### config.mk
export PLATFORM = sky130hd
export DESIGN_NAME = max_drawdown_tracker
export DESIGN_NICKNAME = d
export VERILOG_FILES = /design/src/design/mdd_pkg.sv /design/src/design/max_drawdown_tracker.sv /design/src/design/mdd_div.sv
export SDC_FILE = /design/constraint.sdc
export NUM_CORES = 1
export LEC_CHECK = 0
export ABC_AREA = 1
export BUFFER_PORTS_ARGS = -buffer_cell sky130_fd_sc_hd__buf_2
export CAP_MARGIN = 25
export CORE_UTILIZATION = 60
export CTS_CLUSTER_DIAMETER = 80
export DETAILED_ROUTE_END_ITERATION = 10
export PLACE_DENSITY = 0.81
export SYNTH_ARGS = -nofsm -noshare
export SYNTH_HDL_FRONTEND = slang
export SYNTH_SLANG_ARGS = --single-unit
### constraint.sdc
create_clock -name clk -period 4.4 [get_ports clk]
set_input_delay 0.88 -clock clk [delete_from_list [all_inputs] [get_ports clk]]
set_output_delay 0.88 -clock clk [all_outputs]
set_load 0.01 [all_outputs]
### src/design/mdd_pkg.sv
// Shared constants for the maximum drawdown tracker.
// No dependencies; imported by mdd_div and max_drawdown_tracker.
package mdd_pkg;

  localparam int PRICE_BITS    = 32;
  localparam int INDEX_BITS    = 20;
  localparam int FRACTION_BITS = 16;

  // The drawdown carries one integer bit so that a full loss reads as 1.0.
  localparam int DD_BITS = FRACTION_BITS + 1;

  // Step counter of the divider: one step per quotient bit.
  localparam int STEP_BITS = $clog2(DD_BITS);
  localparam logic [STEP_BITS-1:0] LAST_STEP = STEP_BITS'(DD_BITS - 1);

  localparam logic [INDEX_BITS-1:0] INDEX_MAX = {INDEX_BITS{1'b1}};

  typedef enum logic [1:0] {
    ST_IDLE = 2'b01,
    ST_DIV  = 2'b10
  } mdd_state_t;

endpackage

### src/design/max_drawdown_tracker.sv
// Top level of the maximum drawdown tracker.
// Depends on mdd_pkg and instantiates the shared divider mdd_div.
//
// The block takes one price word per item and follows a price series until a
// word marked with series_end arrives. It keeps the running peak and its
// index, and the largest drawdown (peak - price) / peak seen so far as an
// unsigned fraction with 16 fraction bits, truncated toward zero; a drawdown
// of 65536 means a full loss and a zero peak gives a drawdown of 0. Only a
// strictly larger drawdown replaces the stored one, so the earliest of equal
// drawdowns is kept together with its peak and trough indices. The marked
// word produces one result word (drawdown, peak_position, trough_position)
// and the tracker then starts afresh; other words produce nothing. Indices
// count from 0 and saturate at 2^20 - 1. Each word goes through these steps:
// accepting it and updating the peak, the restoring divider that forms one
// quotient bit per cycle, registering the divider's done pulse, and folding
// the quotient into the best drawdown. in_stall is high from the accepting
// edge until that fold. The result sits in an output register, so a stalled
// result holds back the tracker only when the next series ends before the
// previous result has been taken.
module max_drawdown_tracker
  import mdd_pkg::*;
(
  input  logic                  clk,
  input  logic                  rst,
  input  logic                  in_valid,
  output logic                  in_stall,
  input  logic [PRICE_BITS-1:0] price,
  input  logic                  series_end,
  output logic                  out_valid,
  input  logic                  out_stall,
  output logic [DD_BITS-1:0]    drawdown,
  output logic [INDEX_BITS-1:0] peak_position,
  output logic [INDEX_BITS-1:0] trough_position
);

  mdd_state_t state;

  logic [PRICE_BITS-1:0] running_peak;
  logic [INDEX_BITS-1:0] running_peak_position;
  logic [DD_BITS-1:0]    best_drawdown;
  logic [INDEX_BITS-1:0] best_peak_position;
  logic [INDEX_BITS-1:0] best_trough_position;
  logic [INDEX_BITS-1:0] item_position;

  // Details of the word in flight.
  logic                  last_word;
  logic [INDEX_BITS-1:0] word_position;

  logic                  in_accept;
  logic                  new_peak;
  logic [PRICE_BITS-1:0] peak_next;
  logic [PRICE_BITS-1:0] diff;
  logic                  div_done;
  logic                  div_done_seen;
  logic [DD_BITS-1:0]    quotient;
  logic [DD_BITS-1:0]    word_drawdown;
  logic                  better;
  logic                  out_free;
  logic                  commit;

  assign in_stall  = (state != ST_IDLE);
  assign in_accept = in_valid && !in_stall;

  // A new high makes this word the peak; its own drawdown is then zero.
  assign new_peak  = (price > running_peak);
  assign peak_next = new_peak ? price : running_peak;
  assign diff      = peak_next - price;

  mdd_div u_div (
    .clk      (clk),
    .rst      (rst),
    .start    (in_accept),
    .dividend (diff),
    .divisor  (peak_next),
    .done     (div_done),
    .quotient (quotient)
  );

  // With a zero peak the divider result means nothing and the drawdown is 0.
  assign word_drawdown = (running_peak == '0) ? '0 : quotient;
  assign better        = (word_drawdown > best_drawdown);

  // The output register is free when empty or being emptied at this edge.
  assign out_free = !out_valid || !out_stall;
  assign commit   = (state == ST_DIV) && div_done_seen && (!last_word || out_free);

  // The divider pulses done for one cycle; hold it while the result waits.
  always_ff @(posedge clk) begin
    if (rst) begin
      div_done_seen <= 1'b0;
    end else if (in_accept || commit) begin
      div_done_seen <= 1'b0;
    end else if (div_done) begin
      div_done_seen <= 1'b1;
    end
  end

  always_ff @(posedge clk) begin
    if (rst) begin
      state <= ST_IDLE;
    end else begin
      unique case (state)
        ST_IDLE: begin
          if (in_accept) begin
            state <= ST_DIV;
          end
        end
        ST_DIV: begin
          if (commit) begin
            state <= ST_IDLE;
          end
        end
        default: begin
          state <= ST_IDLE;
        end
      endcase
    end
  end

  always_ff @(posedge clk) begin
    if (rst) begin
      running_peak          <= '0;
      running_peak_position <= '0;
      best_drawdown         <= '0;
      best_peak_position    <= '0;
      best_trough_position  <= '0;
      item_position         <= '0;
    end else if (in_accept) begin
      running_peak <= peak_next;
      if (new_peak) begin
        running_peak_position <= item_position;
      end
      if (item_position != INDEX_MAX) begin
        item_position <= item_position + 1'b1;
      end
    end else if (commit) begin
      if (last_word) begin
        // The series is over: start the next one from a clean slate.
        running_peak          <= '0;
        running_peak_position <= '0;
        best_drawdown         <= '0;
        best_peak_position    <= '0;
        best_trough_position  <= '0;
        item_position         <= '0;
      end else if (better) begin
        best_drawdown        <= word_drawdown;
        best_peak_position   <= running_peak_position;
        best_trough_position <= word_position;
      end
    end
  end

  always_ff @(posedge clk) begin
    if (in_accept) begin
      last_word     <= series_end;
      word_position <= item_position;
    end
  end

  // Output register for the result word.
  always_ff @(posedge clk) begin
    if (rst) begin
      out_valid <= 1'b0;
    end else if (commit && last_word) begin
      out_valid <= 1'b1;
    end else if (!out_stall) begin
      out_valid <= 1'b0;
    end
  end

  always_ff @(posedge clk) begin
    if (commit && last_word) begin
      if (better) begin
        drawdown        <= word_drawdown;
        peak_position   <= running_peak_position;
        trough_position <= word_position;
      end else begin
        drawdown        <= best_drawdown;
        peak_position   <= best_peak_position;
        trough_position <= best_trough_position;
      end
    end
  end

endmodule

### src/design/mdd_div.sv
// Radix-2 restoring divider that yields floor(dividend * 2^FRACTION_BITS / divisor).
// Depends on mdd_pkg. One quotient bit per cycle, integer bit first.
module mdd_div
  import mdd_pkg::*;
(
  input  logic                  clk,
  input  logic                  rst,
  input  logic                  start,
  input  logic [PRICE_BITS-1:0] dividend,
  input  logic [PRICE_BITS-1:0] divisor,
  output logic                  done,
  output logic [DD_BITS-1:0]    quotient
);

  logic                  busy;
  logic [STEP_BITS-1:0]  step;
  logic [PRICE_BITS-1:0] rem;
  logic [PRICE_BITS-1:0] div_reg;
  logic [PRICE_BITS:0]   rem_shifted;
  logic [PRICE_BITS:0]   rem_diff;
  logic                  take;

  // The integer bit compares the dividend itself; later bits shift first.
  always_comb begin
    if (step == '0) begin
      rem_shifted = {1'b0, rem};
    end else begin
      rem_shifted = {rem, 1'b0};
    end
    rem_diff = rem_shifted - {1'b0, div_reg};
    take     = (rem_shifted >= {1'b0, div_reg});
  end

  always_ff @(posedge clk) begin
    if (rst) begin
      busy <= 1'b0;
      done <= 1'b0;
      step <= '0;
    end else begin
      done <= 1'b0;
      if (start) begin
        busy <= 1'b1;
        step <= '0;
      end else if (busy) begin
        if (step == LAST_STEP) begin
          busy <= 1'b0;
          done <= 1'b1;
        end
        step <= step + 1'b1;
      end
    end
  end

  always_ff @(posedge clk) begin
    if (start) begin
      rem      <= dividend;
      div_reg  <= divisor;
      quotient <= '0;
    end else if (busy) begin
      // The remainder stays below the divisor, so it fits PRICE_BITS.
      if (take) begin
        rem <= rem_diff[PRICE_BITS-1:0];
      end else begin
        rem <= rem_shifted[PRICE_BITS-1:0];
      end
      quotient <= {quotient[DD_BITS-2:0], take};
    end
  end

endmodule

Word level (Yosys, flattened, before mapping) --
Index checks and enable logic that the tools add are counted.
Operators by class: bitwise operators 2, add/subtract/negate cells 4, reduce and logical (&&, ||, !) cells 24, shifts and indexed selects 0, $mul 0, order comparisons 3, multiplexer cells 30, divide/modulo/power cells 0, equality and inequality tests 10
Operators with widths (count):
- $mux W32 | 7
- $mux W20 | 10
- $sub A32 B32 Y32 | 2
- $mux W17 | 3
- $ge A33 B32 Y1 | 1
- $mux W33 | 1
- $gt A32 B32 Y1 | 1
- $logic_not A32 Y1 | 1
- $add A20 B1 Y20 const B | 1
- $ne A20 B20 Y1 const B | 1
- $gt A17 B17 Y1 | 1
- $ne A2 B1 Y1 const B | 4
- $mux W1 | 6
- $reduce_and A2 Y1 | 3
- $reduce_and A3 Y1 | 2
- $reduce_bool A2 Y1 | 3
- $add A5 B1 Y5 const B | 1
- $eq A5 B5 Y1 const B | 1
- $logic_not A5 Y1 | 1
- $logic_and A1 B1 Y1 | 4
- $logic_not A1 Y1 | 4
- $mux W2 | 2
- $ne A2 B2 Y1 const B | 2
- $pmux W2 S2 | 1
- 6 further kinds | 10
Storage, ports and cells: memories kept 0, logic and storage cells 93, latch bits 0, bits in writable memories 0, bits of input ports 37, bits in read-only memories 0, flip-flop bits (word level) 299, output and inout port bits 59

Depth between registers and ports, before layout --
Gate-level depths: netlist of run 1.
depth in word-level cells 6, gate-level depth with buffers 32, mapped depth without buffers 31

Modules after synthesis --
Synthesis of run 1 repeated with hierarchy kept, for this count alone.
Second synthesis, totals: cell total of the unflattened synthesis 2668, area total of the unflattened synthesis 19252.2 um2
Modules (own cells, without submodules):
- max_drawdown_tracker | cells each 1661, seq. area each 5004.8 um2, area an instance 12552.0 um2, instances 1
- mdd_div | cells each 1007, seq. area each 2402.3 um2, area an instance 6700.2 um2, instances 1

Worst setup path after synthesis of run 1 --
OpenSTA, ideal clock, no wires.
kind input to register, start in price[31], end reg u_div.rem[22] (data pin), arrival time 3.782 ns, path buffers 1, data required time 4.141 ns, stages on the path 21, slack 0.360 ns, path through ha_1 nand2_1 nor2_1 nand2_1 nor2_1 nand2_1 nand2_1 nand2_1 clkbuf_1 o21ai_0 ha_1 inv_1 fa_1 nand3_1 nand3_1 a21oi_1 o21ai_0 a21oi_1 xnor2_1 nand2_1 nand2_1
Between the ends: cells in the longest elaborated chain, start to end 4
Ends and longest elaborated chain:
- start, declared | RTL line max_drawdown_tracker.sv:27 | input logic [PRICE_BITS-1:0] price,
- $gt A32 B32 Y1 | RTL line max_drawdown_tracker.sv:65 | assign new_peak = (price > running_peak);
- $mux W32 | RTL line max_drawdown_tracker.sv:66 | assign peak_next = new_peak ? price : running_peak;
- $sub A32 B32 Y32 | RTL line max_drawdown_tracker.sv:67 | assign diff = peak_next - price;
- $mux W32 | RTL line mdd_div.sv:55 | if (start) begin
- end signal, assigned | RTL line mdd_div.sv:56 | rem <= dividend;
- end signal, assigned | RTL line mdd_div.sv:62 | rem <= rem_diff[PRICE_BITS-1:0];
- end signal, assigned | RTL line mdd_div.sv:64 | rem <= rem_shifted[PRICE_BITS-1:0];
- end, declared | RTL line mdd_div.sv:17 | logic [PRICE_BITS-1:0] rem;
No other way between the ends. A chain may end at the register's enable or synchronous reset.

Final worst setup path of run 1 --
start reg running_peak[31], end reg u_div.rem[31] (data pin)
Between the ends: cells in the longest elaborated chain, start to end 4
Ends and longest elaborated chain:
- start, declared | RTL line max_drawdown_tracker.sv:38 | logic [PRICE_BITS-1:0] running_peak;
- start signal, assigned | RTL line max_drawdown_tracker.sv:129 | running_peak <= peak_next;
- $gt A32 B32 Y1 | RTL line max_drawdown_tracker.sv:65
- $mux W32 | RTL line max_drawdown_tracker.sv:66
- net peak_next[17] | RTL line max_drawdown_tracker.sv:51 | logic [PRICE_BITS-1:0] peak_next;
- $sub A32 B32 Y32 | RTL line max_drawdown_tracker.sv:67
- $mux W32 | RTL line mdd_div.sv:55
The timed path passes the listed nets, and every way through them passes these cells.

==> out/summary.md, run 1 <==
The synthesis-stage register bit count came out at 299. Setup repair after global routing could not meet its margin everywhere. The worst setup path is captured at a register. TritonCTS built the clock tree. The flow ran to the end, and the final reports show no timing, DRC or antenna violations. The region available for standard cell placement spans 29,000 sq um.

Data on the critical path is required at its endpoint by 4.69 ns. Once layout is complete, the cells apart from fillers number 2,961. The area share of the largest cell type after synthesis was 0.239; the pre-CTS setup slack was -0.223 ns.

The CTS H-tree depth is 1. The routed layout has 16,650 vias. Signed area change from the synthesized netlist to the final layout: 15.2%. The tools report the total half-perimeter wirelength after legalization and detailed placement as 35,300 um.

Sorting the synthesized cells by how often they occur yields 713 x nand2_1, 287 x inv_1, 237 x a21oi_1. The portion of the clock cycle consumed by the worst path in the final layout was 0.943; the net count reported at finish was 2,707. Input and output buffers added on the ports amount to 95. The final core utilization is 0.709.

The start-to-end type of the worst setup path was reg -> reg. For the pin with the worst max-slew slack, the measured transition is 1.06 ns. The run gives 0.249 ns as the final worst slack.

The post-synthesis async set-or-reset flop share was 0. Count of routing violations after the opening detailed-route iteration: 1,541. Yosys attributes the largest share of cell area to edfxtp_1 24%, dfxtp_1 18%, nand2_1 15%. The vertical extent of the die was 175 um; the starting density of the core was 0.616.

In the routed design, unresolved DRC markers number 0. The number of antenna diodes came out at 0. Synthesis produced 2,358 cells. The number of different library cells used by synthesis comes to 52. The highest fanout seen on the critical path is 16. Power comes to 10,500 uW. The tools report the max-capacitance violation count as 0. The first global-routing pass estimated 77,600 um of wire. Based on the critical path, the design can be clocked at up to 0.241 GHz. The tools report the setup-violating endpoint count in the final report as 0. The number of enable-type register cells in the synthesized netlist was 142; the final count of pins violating max slew was 0. For this run, the number of Yosys warnings is 0.

Class of the most critical hold timing path: reg -> reg. STA classifies the critical path startpoint as a register. The worst supply voltage drop on vdd was 0.355 mV. The routed design has 48,200 um of wire.

The most used flip-flop cell after synthesis is dfxtp_1. The floorplan die width is 175 um. The number of hold-slack violations in the final timing report is 0. In this run the static leakage power is 0.00917 uW.

The tools report the clock tree root buffer cell as clkbuf_16. In the final routed layout, each cell accounts on average for 16.3 um. Entering global routing, the biggest net connects 92 pins.

Counting every sink on the clock net gives 299. The run gives 0.313 as the total track usage. The number of nets handed over by synthesis was 2,512.

The clock skew after layout came out at 0.0229 ns. The tools report the sequential cell area fraction in the yosys report as 0.414. The die covers 30,500 sq um. The worst max-slew margin expressed relative to the limit was 0.297; the per-instance average area after synthesis was 7.58 sq um. In the routed layout, each cell is associated on average with a via count of 5.62. The cell area after synthesis was 17,900 sq um; the share of cells above drive strength 1 was 0.139. The run gives 0.952 as the weighted congestion reported at the end of routability-driven placement. The later pin in the worst-skew pair is clocked with a latency of 0.56 ns. The detail route stage leaves a number of antenna-violating nets equal to 0.

In this run the power density over the cells is 510 nW/um^2. The top cell type by total area after synthesis is edfxtp_1. The most common cell in the synthesized netlist is nand2_1. The run gives 4.44 ns as the arrival time at the worst endpoint. Summed over all layers, the global routing overflow is 0. The first-pass iteration count of the detailed router came out at 6. Clock-pin slew was measured on the worst setup and hold paths at 0.07 ns. Counting tap cells, the placed design contains a total of 2,902 instances. The minimum clock period is 4.15 ns.

The via count of the first global-routing pass is 15,724, and the largest buffer count on any clock path is 3. During I/O placement, the number of pins put on the boundary was 96. Clock tree synthesis inserted a total of 31 buffers. For the row count, the log shows 62.

The area of placed instances came out at 19,600 sq um. The initial antenna violation count is 0. Summing all non-filler instances in the final layout gives an area of 20,600 sq um.
[cell type report]
type	instances	area, sq um
sequential	299	7410
timing repair buffer	243	1610
multi-input combinational	1682	9000
clock inverter	13	73.8
fill	2271	8430
inverter	296	1120
clock buffer	44	896
tap	384	480
[cell families after synthesis]
family / count (synthesis) / share of synthesized area
DFF: 299 / 0.414
adders and majority gates: 117 / 0.0828
AOI/OAI and AO/OA: 478 / 0.156
and+or+nand+nor: 1048 / 0.243
muxes: 1 / 0.000630
buffers and inverters: 378 / 0.0847
xor gates and xnor gates: 37 / 0.0181
[per-layer routing]
metal	up-vias	GRT usage	routed length (um)
met2	682	0.485	21300
met5	-	0	0
li1	8206	-	-
met4	0	0.0783	1050
met3	77	0.0370	3820
met1	7685	0.465	22100
[power by group]
group          leakage [uW]  internal (uW)  switching [uW]  total [uW]
logic               0.00599           1680            2960        4640
clock network      0.000475           1410            1070        2480
registers           0.00270           3250             124        3380
total               0.00917           6350            4150       10500
[worst max-delay path: stages, from the launching register on]
cell and delay [ns]:
dfxtp_1 0.38, inv_1 0.11, ha_1 0.31, a21oi_1 0.16, o21a_1 0.13, nand2_1 0.07
a21oi_1 0.21, nand2_1 0.10, nand2_2 0.16, buf_4 0.19, buf_4 0.22, nand2_1 0.11
o21a_1 0.15, ha_1 0.37, nand2_1 0.11, nor2_1 0.16, inv_1 0.10, nor4_1 0.35
nand2_1 0.13, nand2_1 0.10, nand3_1 0.08, nand3_1 0.10, nand2_1 0.07
[stage by stage]
| step | hold WS, ns | setup TNS [ns] |
|---|---|---|
| floorplan | 0.407 | 0 |
| global placement | 0.445 | -0.264 |
| detailed placement | 0.452 | -1.56 |
| CTS | 0.464 | 0 |
| global route | 0.475 | -0.0440 |
| finish | 0.461 | 0 |
[cells in the final DEF, fill, tap and decap left out, drive strengths merged, types with 22 or more instances in the layout]
cell	n
nand2	722
inv	296
buf	243
a21oi	239
dfxtp	157
nor2	154
edfxtp	142
ha	115
o21ai	111
nand3	96
clkbuf	44
o211ai	43
o21a	40
nor3	29
nand4	22
[repair_timing]
| item | in CTS | in global routing |
|---|---|---|
| hold buffers | 0 | 0 |
| buffers inserted | 0 | 1 |
| resized for setup | 0 | 10 |
| endpoints found under the setup margin | 0 | 22 |
[final timing paths]
kind | start | to | slack (ns) | cells past startpoint
hold reg to reg | running_peak_position[8] | running_peak_position[8] | 0.46 | 2
setup reg to reg | running_peak[31] | u_div.rem[31] | 0.25 | 22
hold / removal | running_peak_position[8] | running_peak_position[8] | 0.46 | 2
setup / recovery | running_peak[31] | u_div.rem[31] | 0.25 | 22
(Power assumes the default switching activity.)
==> inputs of run 2 (changes only) <==
Settings changed: CELL_PAD_IN_SITES_DETAIL_PLACEMENT set to 2, CELL_PAD_IN_SITES_GLOBAL_PLACEMENT set to 2, CORE_UTILIZATION 60 to 37, CTS_CLUSTER_SIZE set to 16, PLACE_DENSITY 0.81 to 0.84.
==> out/summary.md, run 2 (same netlist as run 1, synthesis figures left out) <==
The flow ran to the end, and the final reports show no timing, DRC or antenna violations. Start-to-end type of the worst setup path: reg -> reg (unchanged). The run gives 3,224 (was 2,961) as the non-filler instance count after layout.

The tools report the worst min-delay path startpoint as best_trough_position[9] (was running_peak_position[8]). The tools report the area of placed instances as 20,200 sq um (was 19,600 sq um). The max-capacitance violation count is 0 (unchanged), and the floorplan die width is 222 um (was 175 um).

The clock latency on the worst-skew pair was 0.61 ns (was 0.56 ns). The number of instances in the placed design is 3,173 (was 2,902), and the total track usage is 0.288 (was 0.313). The vertical extent of the die works out to 222 um (was 175 um). The mean number of vias per cell works out to 5.46 (was 5.62). The transition time at the pin with the least slew margin is 0.937 ns (was 1.06 ns), and the minimum hold slack is 0.466 ns (was 0.461 ns). The tools report the launch point of the worst path as running_peak[15] (was running_peak[31]). The CTS H-tree depth is 1 (unchanged), and the number of hold-slack violations in the final timing report is 0 (unchanged). The power density of the placed cells is 527 nW/um^2 (was 510 nW/um^2). Area inside the core boundary: 47,600 sq um (was 29,000 sq um). Most used cells in the layout excluding fill and tap cells: 712 x nand2_1, 286 x inv_1, 232 x a21oi_1, 184 x buf_4, 157 x dfxtp_1 (was 712 x nand2_1, 287 x inv_1, 236 x a21oi_1, 157 x dfxtp_1). The tools report the category of the worst setup path capture point as a register (unchanged). The logs give 0 (unchanged) for the setup-violating endpoint count in the final report and 21,200 sq um (was 20,600 sq um) for the final standard cell area without fillers. The count of hold buffers inserted by post-cts repair was 0 (unchanged); the first-pass iteration count of the detailed router was 7 (was 6).

The number of cells on the worst reg-to-reg path is 24 (was 22), and the weighted congestion reported at the end of routability-driven placement is 0.882 (was 0.952). The worst supply voltage drop on vdd was 0.350 mV (was 0.355 mV). The sequential power share came out at 0.306 (was 0.322). The clock tree root buffer cell was clkbuf_16 (unchanged). The top achievable clock speed was 0.238 GHz (was 0.241 GHz); the clock transition at the registers of the reported paths was 0.07 ns (about the same). The leakage component of the power is 0.00933 uW (was 0.00917 uW).

Total half-perimeter wirelength after legalization and detailed placement: 51,600 um (was 35,300 um). The number of design rule violations left after detail routing was 0 (unchanged); the relative contribution of combinational cells to total power was 0.478 (was 0.442). The row count was 80 (was 62).

The routed length on met1 is 31,900 um (was 22,100 um). The most common cell after layout, fill and taps aside is nand2_1 (unchanged). The largest buffer count on any clock path is 3 (unchanged). The logs give 4.53 ns (was 4.44 ns) for the arrival time at the worst endpoint and 6280 uW (was 6350 uW) for the internal power. For the starting density of the core, the log shows 0.375 (was 0.616). TritonCTS built the clock tree.

The class of the most critical hold timing path is reg -> reg (unchanged). The highest routed metal layer is met5 (was met4). The met2 layer wire length in the routed design came out at 35,700 um (was 21,300 um).

The run gives 0 (unchanged) as the post-detailed-route count of antenna-violating nets. The net count reported at finish was 2,742 (was 2,707); the signed area change from the synthesized netlist to the final layout was 18.4% (was 15.2%). The tools report the worst max-slew margin expressed relative to the limit as 0.375 (was 0.297).

The die area was 49,200 sq um (was 30,500 sq um); the minimum clock period was 4.21 ns (was 4.15 ns). The logs give 17,605 (was 16,650) for the detailed-route via count and 72,400 um (was 48,200 um) for the total length of routed wires. The via count of the first global-routing pass is 19,666 (was 15,724). The remaining global-route overflow is 0 (unchanged), and the critical path required time is 4.73 ns (was 4.69 ns).

The switching power is 4860 uW (was 4150 uW), and the clock skew after layout is 0.0352 ns (was 0.0229 ns). The switching share of power was 0.436 (was 0.395); the number of buffers added on ports was 95 (unchanged). The count of routing violations after the opening detailed-route iteration was 949 (was 1,541); the final count of pins violating max slew was 0 (unchanged). The logs give 4 (was 0) for the initial antenna violation count and 96 (unchanged) for the number of I/O pins. The number of CTS-inserted buffers was 26 (was 31). Detailed route wirelength on metal3: 2550 um (was 3820 um). The routed wirelength normalized by instance count is 22.5 um (was 16.3 um), and the global-route wire length before repair is 112,000 um (was 77,600 um). The highest fanout seen on the critical path is 7 (was 16), and the maximum number of pins on one net before global-route repair is 111 (was 92).

The element type at the critical path start is a register (unchanged). The tools report the launch point of the worst reg-to-reg path as running_peak[15] (was running_peak[31]). The number of stages on the worst hold path was 2 (unchanged); the clock network fraction of total power was 0.216 (was 0.236). Portion of the clock cycle consumed by the worst path in the final layout: 0.956 (was 0.943). The share of cells above drive strength 1 works out to 0.153 (was 0.139).

The tools report the clock sink total as 299 (unchanged).
==> run 2: final cells by class <==
cell class / instances / area (sq um)
repair buffers: 284 / 1970
well taps: 615 / 769
diodes: 1 / 2.50
flip-flops and latches: 299 / 7410
clock inverters: 9 / 81.3
fillers: 5485 / 26500
multi-input cells: 1681 / 9070
inverters: 296 / 1120
clock buffers: 39 / 742
==> run 2: power groups by stage <==
stage / Sequential, uW / Clock, uW / Combinational [uW]
after floorplan: 3380 / 0 / 3210
after global placement: 3430 / 0 / 4680
after detailed placement: 3460 / 0 / 5040
after CTS: 3400 / 2430 / 5180
after global routing: 3430 / 2520 / 5770
final: 3410 / 2410 / 5320
==> run 2: worst max-delay path, cell delays in order (launching register included) <==
cell and delay, ns:
dfxtp_1 0.38, inv_1 0.09, ha_1 0.31, nand2_1 0.08, nor2_1 0.15, nand2_1 0.11
inv_1 0.08, nand2_1 0.07, nand2_1 0.11, nand2_1 0.07, nand2_1 0.11, nand2_4 0.11
buf_4 0.18, nand2_1 0.13, o21a_1 0.22, ha_1 0.30, a21oi_1 0.18, nand2_1 0.12
a21oi_2 0.24, buf_4 0.17, o21bai_4 0.08, a21o_1 0.22, buf_4 0.15, nor2_1 0.18
o21ai_1 0.10
==> run 2: through the flow <==
| step | power, uW | setup slack (ns) | util | TNS [ns] |
|---|---|---|---|---|
| 2_1_floorplan | 6590 | 0.360 | - | 0 |
| 5_1_grt | 11700 | -0.0358 | 0.444 | -0.108 |
| 3_3_place_gp | 8110 | -0.231 | 0.424 | -1.88 |
| 3_5_place_dp | 8500 | -0.496 | 0.424 | -6.78 |
| 6_report | 11100 | 0.195 | 0.444 | 0 |
| 4_1_cts | 11000 | 0.0540 | 0.441 | 0 |
==> run 2: path summary, 6_finish.rpt <==
kind                             endpoint  slack, ns
setup / recovery            u_div.rem[13]       0.19
hold reg to reg   best_trough_position[9]       0.47
hold / removal    best_trough_position[9]       0.47
setup reg to reg            u_div.rem[13]       0.19
==> run 2: what timing repair did <==
item	in CTS	in global routing
resized for setup	1	30
setup buffers	0	1
pin swaps	0	2
cloned	0	1
hold endpoints to repair	0	0
endpoints found under the setup margin	1	22
==> run 2: layer usage <==
| layer | up-vias | track usage |
|---|---|---|
| met3 | 125 | 0.0331 |
| met5 | - | 0 |
| met4 | 6 | 0.0840 |
| li1 | 8255 | - |
| met1 | 8874 | 0.368 |
| met2 | 345 | 0.509 |
==> inputs of run 3 (changes only) <==
Settings changed: BUFFER_PORTS_ARGS -buffer_cell sky130_fd_sc_hd__buf_2 to not set, CORE_UTILIZATION 37 to 38, DONT_BUFFER_PORTS set to 1, PLACE_DENSITY 0.84 to 0.83, SLEW_MARGIN set to 25.
Clock period 4.4 ns to 3.9 ns, I/O delays scaled along.
==> out/summary.md, run 3 (same netlist as run 1, synthesis figures left out) <==
The run finished, with violations left. The checks that failed: setup timing. The net count reported at finish is 2,678 (was 2,742).

The run gives 4.81 ns (was 4.53 ns) as the arrival time at the worst endpoint. The tools report the max-capacitance violation count as 0 (unchanged). The number of buffers added on ports was 0 (was 95). The tools report the category of the worst setup path capture point as a register (unchanged).

The share of cells above drive strength 1 works out to 0.226 (was 0.153). The logs give 52,600 um (was 51,600 um) for the total half-perimeter wirelength after legalization and detailed placement and 7 (was 4) for the initial antenna violation count. The logs give 19,702 (was 19,666) for the via count of the first global-routing pass and 0.62 ns (was 0.61 ns) for the clock latency on the worst-skew pair. The run gives 0.480 (was 0.444) as the final core utilization.

Ordered list of cells on the worst path: inv_1 > ha_1 > nand2_1 > nor2_2 > nand2_2 > nor2_4 > nand2_2 > nand2_2 > nand2_4 > buf_12 > o21ai_4 > ha_2 > inv_2 > fa_2 > nand3_2 > nand3_4 > nand3_2 > nand3_2 > a21o_4 > a21oi_4 > xor2_2 > o21ai_1 (was inv_1 > ha_1 > nand2_1 > nor2_1 > nand2_1 > inv_1 > nand2_1 > nand2_1 > nand2_1 > nand2_1 > nand2_4 > buf_4 > nand2_1 > o21a_1 > ha_1 > a21oi_1 > nand2_1 > a21oi_2 > buf_4 > o21bai_4 > a21o_1 > buf_4 > nor2_1 > o21ai_1). Category of cells accounting for the largest share of critical-path delay: simple AND/OR/NAND/NOR gates (unchanged). The run gives 22,300 sq um (was 21,200 sq um) as the final standard cell area without fillers. Most used cells in the layout excluding fill and tap cells: 672 x nand2_1, 264 x inv_1, 202 x buf_4, 198 x a21oi_1, 142 x edfxtp_1 (was 712 x nand2_1, 286 x inv_1, 232 x a21oi_1, 184 x buf_4, 157 x dfxtp_1).

Setup repair after global routing could not meet its margin everywhere. The largest stage delay on the critical path works out to 0.43 ns (was 0.38 ns). Critical path required time: 4.23 ns (was 4.73 ns).

The number of stages on the worst hold path was 1 (was 2); the transition time at the pin with the least slew margin was 0.838 ns (was 0.937 ns). Setup-violating endpoint count in the final report: 54 (was 0). The highest fanout seen on the critical path works out to 6 (was 7). The number of instances in the placed design is 3,062 (was 3,173).

The number of cells on the worst reg-to-reg path came out at 22 (was 24). The run gives 0 (unchanged) as the count of hold buffers inserted by post-cts repair. The row count is 79 (was 80). The detailed-route via count came out at 19,734 (was 17,605). The worst-path cell with the longest stage delay is dfxtp_1 (unchanged). The run gives 299 (unchanged) as the clock sink total. The tools report the total length of routed wires as 102,000 um (was 72,400 um).

The tools report the count of routing violations after the opening detailed-route iteration as 1,712 (was 949). The logs give -0.581 ns (was 0.195 ns) for the final worst slack and 120,000 um (was 112,000 um) for the global-route wire length before repair. For the largest buffer count on any clock path, the log shows 3 (unchanged). The clock transition at the registers of the reported paths is 0.10 ns (was 0.07 ns), and the routed wirelength normalized by instance count is 32.5 um (was 22.5 um).

The run gives 0 (unchanged) as the number of hold-slack violations in the final timing report. The post-detailed-route count of antenna-violating nets is 0 (unchanged). The power density of the placed cells came out at 644 nW/um^2 (was 527 nW/um^2). The most common cell after layout, fill and taps aside was nand2_1 (unchanged). The start-to-end type of the worst setup path was reg -> reg (unchanged). The leakage component of the power came out at 0.00925 uW (was 0.00933 uW). The number of CTS-inserted buffers was 24 (was 26); the portion of the clock cycle consumed by the worst path in the final layout was 1.15 (was 0.956). The worst supply voltage drop on vdd was 0.420 mV (was 0.350 mV).

For the maximum number of pins on one net before global-route repair, the log shows 122 (was 111). The vertical extent of the die was 219 um (was 222 um); the signed area change from the synthesized netlist to the final layout was 24.8% (was 18.4%). The number of antenna diodes is 0 (was 1). The tools report the minimum hold slack as 0.242 ns (was 0.466 ns). The total track usage is 0.323 (was 0.288), and the area of placed instances is 19,700 sq um (was 20,200 sq um).

The run gives 0.0410 ns (was 0.0352 ns) as the clock skew after layout. The logs give 14,400 uW (was 11,100 uW) for the total power draw and 1 (unchanged) for the CTS H-tree depth. TritonCTS built the clock tree. The minimum clock period came out at 4.48 ns (was 4.21 ns).

For the top achievable clock speed, the log shows 0.223 GHz (was 0.238 GHz). The first-pass iteration count of the detailed router is 5 (was 7). The class of the most critical hold timing path is in -> reg (was reg -> reg). The worst path buffer plus inverter count works out to 3 (was 5).

The depth of the critical timing path with buffers and inverters included works out to 22 (was 24). The mean number of vias per cell was 6.27 (was 5.46); the die area was 47,900 sq um (was 49,200 sq um). The element type at the critical path start was a register (unchanged). The number of design rule violations left after detail routing is 0 (unchanged). The logs give 0.441 (was 0.375) for the worst max-slew margin expressed relative to the limit and 0 (unchanged) for the remaining global-route overflow.

Clock tree root buffer cell: clkbuf_16 (unchanged). The weighted congestion reported at the end of routability-driven placement was 0.883 (was 0.882); the floorplan die width was 219 um (was 222 um). The final count of pins violating max slew is 0 (unchanged).

The non-filler instance count after layout was 3,149 (was 3,224); the number of I/O pins was 96 (unchanged). The area inside the core boundary was 46,500 sq um (was 47,600 sq um); the starting density of the core was 0.385 (was 0.375).
-- run 3: repair_timing --
action,CTS,global route
setup buffers,3,35
gates cloned,0,5
pin swaps,11,59
gates resized for setup,63,289
setup endpoints to repair,24,126
-- run 3: report_power, final --
| group | internal (uW) | switching, uW |
|---|---|---|
| combinational | 2650 | 5130 |
| clock | 1220 | 1440 |
| sequential | 3680 | 236 |
| total | 7540 | 6810 |
-- run 3: layout make-up --
type	count	area, sq um
clock inverter	5	45.0
multi-input combinational	1682	10300
sequential	299	7450
timing repair buffer	221	1910
fill	5111	24200
tap	607	759
inverter	296	1120
clock buffer	39	678
-- run 3: routing by layer --
metal  up-vias  part of all wire  wire, um  GRT usage
met1      9965              0.37     38400      0.403
li1       8141                 -         -          -
met2      1121              0.48     49400      0.576
met4         8             0.073      7480     0.0951
met5         -           0.00053        54          0
met3       499             0.070      7150     0.0441
-- run 3: stage by stage --
stage	setup TNS (ns)	setup WS [ns]
after global routing	-18.28	-0.552
after detailed placement	-10.27	-0.652
after global placement	-5.18	-0.454
after CTS	0	0.00159
after floorplan	-0.0138	-0.0138
final	-9.40	-0.581
-- run 3: worst paths after layout --
path	start	to	slack [ns]
worst max-delay path	running_peak[24]	u_div.rem[16]	-0.58
worst max register to register	running_peak[24]	u_div.rem[16]	-0.58
worst min register to register	best_drawdown[10]	best_drawdown[10]	0.47
worst min-delay path	rst	running_peak[25]	0.24
